### src/rtl/core/slex_pkg.sv
// slex_pkg: shared types and constants for the S-expression lexer.
// No dependencies; imported by s_expression_lexer, slex_token_checker and tb.
`default_nettype none

package slex_pkg;

  // Token kind codes carried on the result channel
  typedef enum logic [2:0] {
    KIND_OPEN   = 3'd0,
    KIND_CLOSE  = 3'd1,
    KIND_QUOTE  = 3'd2,
    KIND_STRING = 3'd3,
    KIND_SYMBOL = 3'd4
  } kind_e;

  localparam logic [7:0] CH_SEMI   = 8'h3B;  // ';'
  localparam logic [7:0] CH_OPEN   = 8'h28;  // '('
  localparam logic [7:0] CH_CLOSE  = 8'h29;  // ')'
  localparam logic [7:0] CH_DQUOTE = 8'h22;  // '"'
  localparam logic [7:0] CH_QUOTE  = 8'h27;  // '\''
  localparam logic [7:0] CH_BSLASH = 8'h5C;  // '\\'
  localparam logic [7:0] CH_NL     = 8'h0A;

  // One result item
  typedef struct packed {
    logic [7:0] ch;
    kind_e      kind;
    logic       is_char;
    logic       starts;
    logic       ends;
    logic       unterm;
    logic       last;
  } lex_item_t;

  // Space, tab, newline, vertical tab, form feed, carriage return
  function automatic logic is_ws(input logic [7:0] c);
    return c inside {8'h20, 8'h09, 8'h0A, 8'h0B, 8'h0C, 8'h0D};
  endfunction

  function automatic lex_item_t mk_item(input logic [7:0] ch, input kind_e kind,
                                        input logic is_char, input logic starts,
                                        input logic ends, input logic unterm);
    lex_item_t it;
    it.ch      = ch;
    it.kind    = kind;
    it.is_char = is_char;
    it.starts  = starts;
    it.ends    = ends;
    it.unterm  = unterm;
    it.last    = 1'b0;
    return it;
  endfunction

endpackage

`default_nettype wire

### src/rtl/core/s_expression_lexer.sv
// s_expression_lexer: streaming tokenizer for Lisp source, one byte per transaction.
// Depends on slex_pkg (kind codes, item struct, whitespace test).
//
//  Channel  Dir  Signals                      Contents
//  s_axis   in   tvalid/tready/tdata/tlast    tdata[7:0] char_in; tlast end_of_input
//  m_axis   out  tvalid/tready/tdata/tuser/   tdata[7:0] char_out; tuser kind, is_char,
//                tlast                        starts_token, ends_token, unterminated;
//                                             tlast last result of an input byte
//
// Cycles: the lexer decodes a byte in the cycle it is accepted and writes its
// zero, one or two result items into a four-entry result queue. A byte is taken
// whenever the queue has room for two items, so one byte per cycle is sustained
// while the sink keeps up; a symbol ended by a parenthesis yields two items and
// gives the sink one extra item to take. Reset clears the lexer state (between tokens)
// and empties the queue. A stalled sink fills the queue and then holds off input.
`default_nettype none

module s_expression_lexer
  import slex_pkg::*;
(
  input  wire logic       clk_i,
  input  wire logic       rst_ni,
  // input byte stream
  input  wire logic       s_axis_tvalid_i,
  output      logic       s_axis_tready_o,
  input  wire logic [7:0] s_axis_tdata_i,   // [7:0] char_in
  input  wire logic       s_axis_tlast_i,   // end_of_input
  // token character stream
  output      logic       m_axis_tvalid_o,
  input  wire logic       m_axis_tready_i,
  output      logic [7:0] m_axis_tdata_o,   // [7:0] char_out
  output      logic [7:0] m_axis_tuser_o,   // [2:0] kind, [3] is_char, [4] starts_token,
                                            // [5] ends_token, [6] unterminated, [7] zero
  output      logic       m_axis_tlast_o    // last
);

  typedef enum logic [1:0] {
    MODE_BETWEEN = 2'd0,
    MODE_COMMENT = 2'd1,
    MODE_STRING  = 2'd2,
    MODE_SYMBOL  = 2'd3
  } mode_e;

  localparam int unsigned QDepth = 4;
  localparam int unsigned PtrW   = $clog2(QDepth);
  localparam int unsigned CntW   = $clog2(QDepth + 1);

  mode_e            mode_q, mode_d;
  logic             bs_q, bs_d;          // previous string byte was a backslash
  lex_item_t        queue_q [QDepth];
  logic [PtrW-1:0]  wr_ptr_q, rd_ptr_q;
  logic [CntW-1:0]  count_q;

  logic       s_accept, m_accept, eoi;
  logic [7:0] c;
  logic [1:0] n_items;
  lex_item_t  item0, item1;

  // between-token decode of the current byte
  logic       bt_valid;
  lex_item_t  bt_item;
  mode_e      bt_mode;

  assign c        = s_axis_tdata_i;
  assign eoi      = s_axis_tlast_i;
  assign s_accept = s_axis_tvalid_i && s_axis_tready_o;
  assign m_accept = m_axis_tvalid_o && m_axis_tready_i;

  // room for the two-item worst case
  assign s_axis_tready_o = (count_q <= CntW'(QDepth - 2));

  always_comb begin
    bt_valid = 1'b0;
    bt_item  = mk_item(c, KIND_SYMBOL, 1'b1, 1'b1, 1'b0, 1'b0);
    bt_mode  = MODE_BETWEEN;
    if (is_ws(c)) begin
      bt_valid = 1'b0;
    end else if (c == CH_SEMI) begin
      bt_mode = MODE_COMMENT;
    end else if (c == CH_OPEN) begin
      bt_valid = 1'b1;
      bt_item  = mk_item(c, KIND_OPEN, 1'b1, 1'b1, 1'b1, 1'b0);
    end else if (c == CH_CLOSE) begin
      bt_valid = 1'b1;
      bt_item  = mk_item(c, KIND_CLOSE, 1'b1, 1'b1, 1'b1, 1'b0);
    end else if (c == CH_QUOTE) begin
      bt_valid = 1'b1;
      bt_item  = mk_item(c, KIND_QUOTE, 1'b1, 1'b1, 1'b1, 1'b0);
    end else if (c == CH_DQUOTE) begin
      bt_valid = 1'b1;
      bt_item  = mk_item(c, KIND_STRING, 1'b1, 1'b1, 1'b0, 1'b0);
      bt_mode  = MODE_STRING;
    end else begin
      bt_valid = 1'b1;
      bt_mode  = MODE_SYMBOL;
    end
  end

  // main decode: up to two items per byte
  always_comb begin
    logic closes;
    closes  = (c == CH_DQUOTE) && !bs_q;
    n_items = 2'd0;
    item0   = bt_item;
    item1   = bt_item;
    mode_d  = mode_q;
    bs_d    = bs_q;
    if (eoi) begin
      // close whatever token is open
      if (mode_q == MODE_SYMBOL) begin
        n_items = 2'd1;
        item0   = mk_item(8'h00, KIND_SYMBOL, 1'b0, 1'b0, 1'b1, 1'b0);
      end else if (mode_q == MODE_STRING) begin
        n_items = 2'd1;
        item0   = mk_item(8'h00, KIND_STRING, 1'b0, 1'b0, 1'b1, 1'b1);
      end
      mode_d = MODE_BETWEEN;
      bs_d   = 1'b0;
    end else begin
      case (mode_q)
        MODE_COMMENT: begin
          if (c == CH_NL) mode_d = MODE_BETWEEN;
        end
        MODE_STRING: begin
          n_items = 2'd1;
          item0   = mk_item(c, KIND_STRING, 1'b1, 1'b0, closes, 1'b0);
          bs_d    = (c == CH_BSLASH) && !closes;
          if (closes) mode_d = MODE_BETWEEN;
        end
        MODE_SYMBOL: begin
          if (is_ws(c) || c == CH_OPEN || c == CH_CLOSE) begin
            // end marker, then the delimiter itself if it is a token
            item0   = mk_item(8'h00, KIND_SYMBOL, 1'b0, 1'b0, 1'b1, 1'b0);
            item1   = bt_item;
            n_items = bt_valid ? 2'd2 : 2'd1;
            mode_d  = bt_mode;
          end else begin
            n_items = 2'd1;
            item0   = mk_item(c, KIND_SYMBOL, 1'b1, 1'b0, 1'b0, 1'b0);
          end
        end
        default: begin  // between tokens
          n_items = bt_valid ? 2'd1 : 2'd0;
          item0   = bt_item;
          mode_d  = bt_mode;
          bs_d    = 1'b0;
        end
      endcase
    end
    if (n_items == 2'd1) item0.last = 1'b1;
    if (n_items == 2'd2) item1.last = 1'b1;
  end

  // lexer state, queue control
  always_ff @(posedge clk_i or negedge rst_ni) begin
    if (!rst_ni) begin
      mode_q   <= MODE_BETWEEN;
      bs_q     <= 1'b0;
      wr_ptr_q <= '0;
      rd_ptr_q <= '0;
      count_q  <= '0;
    end else begin
      logic [CntW-1:0] push_n;
      push_n = s_accept ? CntW'(n_items) : '0;
      if (s_accept) begin
        mode_q   <= mode_d;
        bs_q     <= bs_d;
        wr_ptr_q <= wr_ptr_q + PtrW'(n_items);
      end
      if (m_accept) rd_ptr_q <= rd_ptr_q + 1'b1;
      count_q <= count_q + push_n - CntW'(m_accept);
    end
  end

  // queue storage
  always_ff @(posedge clk_i) begin
    if (s_accept && n_items != 2'd0) queue_q[wr_ptr_q] <= item0;
    if (s_accept && n_items == 2'd2) queue_q[wr_ptr_q + 1'b1] <= item1;
  end

  assign m_axis_tvalid_o = (count_q != '0);
  assign m_axis_tdata_o  = queue_q[rd_ptr_q].ch;
  assign m_axis_tuser_o  = {1'b0, queue_q[rd_ptr_q].unterm, queue_q[rd_ptr_q].ends,
                            queue_q[rd_ptr_q].starts, queue_q[rd_ptr_q].is_char,
                            queue_q[rd_ptr_q].kind};
  assign m_axis_tlast_o  = queue_q[rd_ptr_q].last;

  // ---------------------------------------------------------------------------
  // Assertions
  a_count_bound: assert property (@(posedge clk_i) disable iff (!rst_ni)
    count_q <= CntW'(QDepth))
    else $error("result queue overflow");

  a_bs_in_string: assert property (@(posedge clk_i) disable iff (!rst_ni)
    bs_q |-> mode_q == MODE_STRING)
    else $error("backslash mark set outside a string");

  a_eoi_resets: assert property (@(posedge clk_i) disable iff (!rst_ni)
    s_accept && eoi |=> mode_q == MODE_BETWEEN && !bs_q)
    else $error("end of input did not return lexer to between tokens");

  a_unterm_marker: assert property (@(posedge clk_i) disable iff (!rst_ni)
    m_axis_tvalid_o && m_axis_tuser_o[6] |-> !m_axis_tuser_o[3] && m_axis_tlast_o)
    else $error("unterminated flag on a character item");

endmodule

`default_nettype wire

### config.mk
export PLATFORM = sky130hd
export DESIGN_NAME = s_expression_lexer
export DESIGN_NICKNAME = d
export VERILOG_FILES = /design/src/rtl/core/slex_pkg.sv /design/src/rtl/core/s_expression_lexer.sv
export SDC_FILE = /design/constraint.sdc
export NUM_CORES = 1
export LEC_CHECK = 0
export BUFFER_PORTS_ARGS = -buffer_cell sky130_fd_sc_hd__buf_4
export CORE_MARGIN = 2
export CORE_UTILIZATION = 54
export CTS_CLUSTER_DIAMETER = 50
export DETAILED_ROUTE_END_ITERATION = 12
export PLACE_DENSITY = 0.76
export SLEW_MARGIN = 20
export SYNTH_ARGS = -nofsm -noshare
export SYNTH_HDL_FRONTEND = slang
export SYNTH_SLANG_ARGS = --single-unit
### constraint.sdc
create_clock -name clk_i -period 2.91 [get_ports clk_i]
set_input_delay 0.1455 -clock clk_i [delete_from_list [all_inputs] [get_ports clk_i]]
set_output_delay 0.1455 -clock clk_i [all_outputs]
set_load 0.02 [all_outputs]
==> metrics.txt, run 1 <==
clk slew on worst S/H paths 0.08 ns; Post-Syn Area per Cell 12.4 um2; Slew Limit Fails 0; gr ovfl total 0; Detailed Route Iter0 Violations 232; # rows 31; vias in the first global route 2759; first-pass GRT wire length 13800 um; vias per inst 5.67; Final Cycle Share 94.4%; # DRC 0; I/O pins 32; die height 90.1 um; TritonCTS buffer count 9; CP startpoint kind flop; Core Util, Final 65.1%; Synthesis Warnings 0; kind of critical path reg2reg; post-layout net count 393; Synthesized Nets 347; Critical Path RT 3.15 ns; initial cell density of the core 55.5%; top_reg_cell synth edfxtp_1; IO Port Bufs 30; Worst Hold Class in2async; Max Freq 364 MHz; root buffer cell clkbuf_8; worst-path maximum fanout 5; sw power 1440 uW; vias after detailed routing 2686; most frequent cells in the layout buf_4, edfxtp_1, nor2b_2, nor2_1, nand2_1; clock sinks 74; Mapped Area 0.00401 mm2; Post-Synthesis Cells 324; setup TNS 0 ns; largest net degree at the start of global routing 17; CP Capture Type flop; max-cap violations 0; asr flop ratio synth 13.5%; arrival time at the worst endpoint 2.98 ns; Final Setup Violations 0; sequential power share 35.3%; peak supply drop 527 uV; core area 0.00721 mm2; RSZ-0062 raised after global routing false; max_slew headroom 57.8%; combinational power share 44.1%; Clock Path Buffers 2; TritonRoute pass-1 iters 4; RePlAce Congestion 0.858; FF+latch count, synth 74; diodes inserted 0; area added between synthesis and finish 17.2%; final hold violation count 0; Post-synth EDFFs 52; clock power share 20.6%; routed len/inst 17.6 um; GRT Total Usage 21.8%; Period minus WS final 2.75 ns; DIE WIDTH 90.1 um; DP HPWL 5810 um; Seq/Total Area, Yosys 51.2%; outcome finished, final reports clean; layout cells sized above 1 35.2%; worst skew pair latency 0.34 ns; Leak 0.00176 uW; Routed WL 8370 um; initial antenna violation count 0; Sw Share 34.9%; Worst Skew 0.00609 ns; antenna viol nets, final 0; worst slew pin tran 0.626 ns; CTS H-tree depth 3; Die Area 0.00813 mm2; Pint 2690 uW; Synth cell types 61; TritonCTS clock tree done; pwr dens 879 mW/mm2
==> cell families after synthesis <==
group,Yosys count,synth area share (%)
adder cells (fa/ha/maj),10,3.31
buffers and inverters,26,2.90
XOR/XNOR,6,1.31
other,1,0.0936
flip-flops,74,51.2
AO/OA/AOI/OAI,62,11.7
AND/OR/NAND/NOR,119,17.8
multiplexers,26,11.7
==> metrics by stage <==
stage	total power, uW	cells	hold WS, ns	worst slack [ns]	area [um2]
after floorplan	2720	324	-0.150	0.00375	4050
after global placement	3250	456	-0.0194	0.161	4460
after detailed placement	3280	456	-0.0166	0.101	4460
after CTS	4130	473	0.146	0.0930	4670
after global routing	4380	474	0.158	0.0120	4700
final	4130	474	0.152	0.163	4700
==> power by group through the flow <==
stage / clock, uW / sequential (uW) / combinational [uW]
global route: 920 / 1480 / 1980
floorplan: 0 / 1440 / 1280
finish: 852 / 1460 / 1820
CTS: 865 / 1460 / 1810
detailed placement: 0 / 1480 / 1800
global placement: 0 / 1470 / 1780
==> layer usage <==
metal  up-vias  GRT usage [%]  wire, um
met2        74           35.0      4100
met1      1299           29.8      3770
li1       1300              -         -
met3        13           4.11       372
met4         0           7.95       127
met5         -              0         0
==> synthesized netlist by cell type (2+ instances only) <==
| master | count | area share, % |
|---|---|---|
| a21oi_2 | 2 | 0.44 |
| dfxtp_1 | 12 | 6.0 |
| buf_2 | 5 | 0.62 |
| xnor2_1 | 4 | 0.87 |
| xor2_1 | 2 | 0.44 |
| edfxtp_1 | 52 | 39 |
| nor2_1 | 25 | 2.3 |
| a21oi_1 | 5 | 0.62 |
| a2111o_1 | 4 | 1.1 |
| nor3_1 | 10 | 1.2 |
| a31oi_1 | 8 | 1.2 |
| dfrtp_1 | 10 | 6.2 |
| ha_1 | 9 | 2.8 |
| mux2i_1 | 4 | 1.0 |
| nand3b_1 | 2 | 0.37 |
| o21bai_1 | 3 | 0.56 |
| o21ai_0 | 12 | 1.5 |
| nand2_1 | 24 | 2.2 |
| a21o_1 | 2 | 0.37 |
| inv_1 | 8 | 0.75 |
| o21a_4 | 4 | 1.5 |
| o22ai_1 | 3 | 0.47 |
| a211oi_1 | 2 | 0.37 |
| or3_1 | 2 | 0.31 |
| clkbuf_1 | 8 | 0.75 |
| buf_1 | 2 | 0.19 |
| nor4b_1 | 2 | 0.44 |
| and2_1 | 8 | 1.2 |
| nor2b_2 | 28 | 6.1 |
| mux4_2 | 16 | 9.0 |
| nand2b_1 | 6 | 0.94 |
| o211ai_1 | 5 | 0.94 |
| or2_2 | 2 | 0.31 |
| mux2_2 | 6 | 1.7 |
==> final timing paths <==
check	from	endpoint	slack [ns]	cells after the start
worst max register to register	mode_q[1]	count_q[2]	0.16	14
worst min-delay path	rst_ni	mode_q[0]	0.15	2
worst min register to register	queue_q[1][3]	queue_q[1][3]	0.48	2
worst max-delay path	mode_q[1]	count_q[2]	0.16	14
max in group asynchronous	rst_ni	mode_q[1]	2.61	2
min in group clk_i	s_axis_tdata_i[6]	queue_q[2][14]	0.17	2
==> critical path, cell delays in order (launching register included) <==
cell and delay, ns:
dfrtp_2 0.44, inv_2 0.12, ha_4 0.17, nor3_1 0.06, a311o_1 0.36, a21oi_4 0.13
a21o_1 0.14, nand2_1 0.06, ha_1 0.28, inv_1 0.06, ha_1 0.13, inv_1 0.04
fa_1 0.37, xor2_1 0.18, xnor2_1 0.12
==> repair_timing <==
action | in CTS | in global routing
setup buffers | 0 | 1
hold buffers | 1 | 0
gates resized for setup | 0 | 3
hold endpoints to repair | 10 | 0
setup endpoints to repair | 0 | 1
==> layout make-up <==
type,instances,area [um2]
Sequential cell,74,2050
Inverter,8,30.0
Clock inverter,6,81.3
Multi-Input combinational cell,224,1880
Timing Repair Buffer,53,400
Fill cell,565,2520
Clock buffer,10,128
Tap cell,99,124
==> sequential cells by signal, indices dropped and copies added, names as in the netlist <==
| name | count |
|---|---|
| rd_ptr_q | 2 |
| bs_q | 1 |
| queue_q | 64 |
| mode_q | 2 |
| count_q | 3 |
| wr_ptr_q | 2 |
Note: power is estimated with default switching activity, not from simulation.
==> inputs of run 2 (changes only) <==
- CORE_ASPECT_RATIO: not set -> 1.25
==> metrics.txt, run 2 (synthesis results as in run 1) <==
core area 0.00727 mm2 (was 0.00721 mm2); Period minus WS final 2.75 ns (about the same); Detailed Route Iter0 Violations 253 (was 232); Leak 0.00178 uW (was 0.00176 uW); setup TNS 0 ns (unchanged); peak supply drop 541 uV (was 527 uV); root buffer cell clkbuf_8 (unchanged); DR WL met2 4870 um (was 4100 um); I/O pins 32 (unchanged); Worst Hold Class in2reg (was in2async); clock sinks 74 (unchanged); kind of critical path reg2reg (unchanged); RePlAce Congestion 0.863 (was 0.858); TritonCTS clock tree done (unchanged); Slew Limit Fails 0 (unchanged); worst-path maximum fanout 5 (unchanged); worst skew pair latency 0.35 ns (was 0.34 ns); Most flops, register queue_q (unchanged); RSZ-0062 raised after global routing false (unchanged); vias in the first global route 2907 (was 2759); final hold violation count 0 (unchanged); worst slew pin tran 0.621 ns (was 0.626 ns); # rows 35 (was 31); area added between synthesis and finish 17.9% (was 17.2%); TritonCTS buffer count 9 (unchanged); FILL cells 574 (was 565); most common cell after layout, fill and taps aside edfxtp_1; Top Registers queue_q (64), count_q (3) (unchanged); max FFs per register 64 (unchanged); CTS H-tree depth 3 (unchanged); Final Setup Violations 0 (unchanged); footprint of the multi-input gates 0.00187 mm2 (was 0.00188 mm2); most frequent cells in the layout edfxtp_1, buf_4, nor2b_2, nor2_1, nand2_1 (was buf_4, edfxtp_1, nor2b_2, nor2_1, nand2_1); post-layout net count 394 (was 393); outcome finished, final reports clean (unchanged); met3 WL 477 um (was 372 um); max_slew headroom 58.2% (was 57.8%); top sig layer met4 (unchanged); GRT Total Usage 24.7% (was 21.8%); initial cell density of the core 55.1% (was 55.5%); TritonRoute pass-1 iters 5 (was 4); Final Cycle Share 94.5% (was 94.4%); max-cap violations 0 (unchanged); pwr dens 891 mW/mm2 (was 879 mW/mm2); Clock Path Buffers 2 (unchanged); layout cells sized above 1 35.9% (was 35.2%); clk slew on worst S/H paths 0.08 ns (about the same); DP HPWL 6410 um (was 5810 um); # DRC 0 (unchanged); first-pass GRT wire length 14700 um (was 13800 um); Max Freq 364 MHz (about the same); Worst Skew 0.0109 ns (was 0.00609 ns); diodes inserted 0 (unchanged); CP startpoint kind flop (unchanged); met1 WL 3470 um (was 3770 um); vias after detailed routing 2812 (was 2686); antenna viol nets, final 0 (unchanged); DIE WIDTH 81.1 um (was 90.1 um); initial antenna violation count 0 (unchanged); PnR worst setup slack 0.161 ns (was 0.163 ns); IO Port Bufs 30 (unchanged); Die Area 0.00813 mm2 (about the same); gr ovfl total 0 (unchanged); routed len/inst 19.3 um (was 17.6 um); arrival time at the worst endpoint 2.99 ns (was 2.98 ns); Critical Path RT 3.15 ns (about the same); vias per inst 6.01 (was 5.67); DP Worst Slack 0.0790 ns (was 0.101 ns); CP Capture Type flop (unchanged); Routed WL 9050 um (was 8370 um); die height 100 um (was 90.1 um); largest net degree at the start of global routing 17 (unchanged); register cell area after layout 0.00205 mm2 (unchanged)
-- run 2: timing repair --
action	CTS	global route
hold buffers	1	0
setup endpoints to repair	0	1
setup buffers	0	2
endpoints found under the hold margin	10	0
gates resized for setup	0	3
-- run 2: critical path: stages (launching register included) --
cell	delay [ns]
dfrtp_2	0.46
inv_4	0.09
ha_2	0.19
nor3_1	0.05
a311o_1	0.34
a21oi_4	0.12
a21o_1	0.13
nand2_1	0.06
ha_1	0.28
inv_1	0.06
ha_1	0.13
inv_1	0.05
fa_1	0.37
xor2_1	0.18
xnor2_1	0.12
-- run 2: routing by layer --
metal	GRT usage [%]	up-vias
li1	-	1308
met1	28.8	1385
met2	43.5	99
met3	5.49	20
met4	9.91	0
met5	0	-
-- run 2: path summary, 6_finish.rpt --
check	from	to	slack [ns]	cells after the start
max reg2reg	mode_q[0]	count_q[2]	0.16	14
min in group asynchronous	rst_ni	count_q[0]	0.16	2
min	s_axis_tdata_i[6]	queue_q[0][14]	0.15	2
max	mode_q[0]	count_q[2]	0.16	14
max in group asynchronous	rst_ni	mode_q[0]	2.60	2
min reg2reg	queue_q[1][3]	queue_q[1][3]	0.48	2
-- run 2: final cells by class --
cell class / instances / share of cell area [%]
repair buffers: 54 / 9.16
flip-flops and latches: 74 / 43.4
clock inverters: 7 / 2.09
multi-input cells: 224 / 39.6
well taps: 92 / 2.44
clock buffers: 9 / 2.62
inverters: 8 / 0.688
-- run 2: through the flow --
step | hold slack [ns] | instances | area, um2 | power [uW] | util, %
floorplan | -0.150 | 324 | 4050 | 2720 | -
global placement | -0.0195 | 449 | 4470 | 3270 | 61.5
detailed placement | -0.0161 | 449 | 4470 | 3330 | 61.5
CTS | 0.131 | 466 | 4700 | 4230 | 64.7
global route | 0.141 | 468 | 4730 | 4450 | 65.0
finish | 0.150 | 468 | 4730 | 4210 | 65.0
-- run 2: power by group --
| group | switching (uW) | total (uW) | leakage (uW) | internal (uW) |
|---|---|---|---|---|
| clock network | 409 | 900 | 0.000112 | 491 |
| registers | 140 | 1490 | 0.000697 | 1350 |
| logic | 953 | 1820 | 0.000969 | 868 |
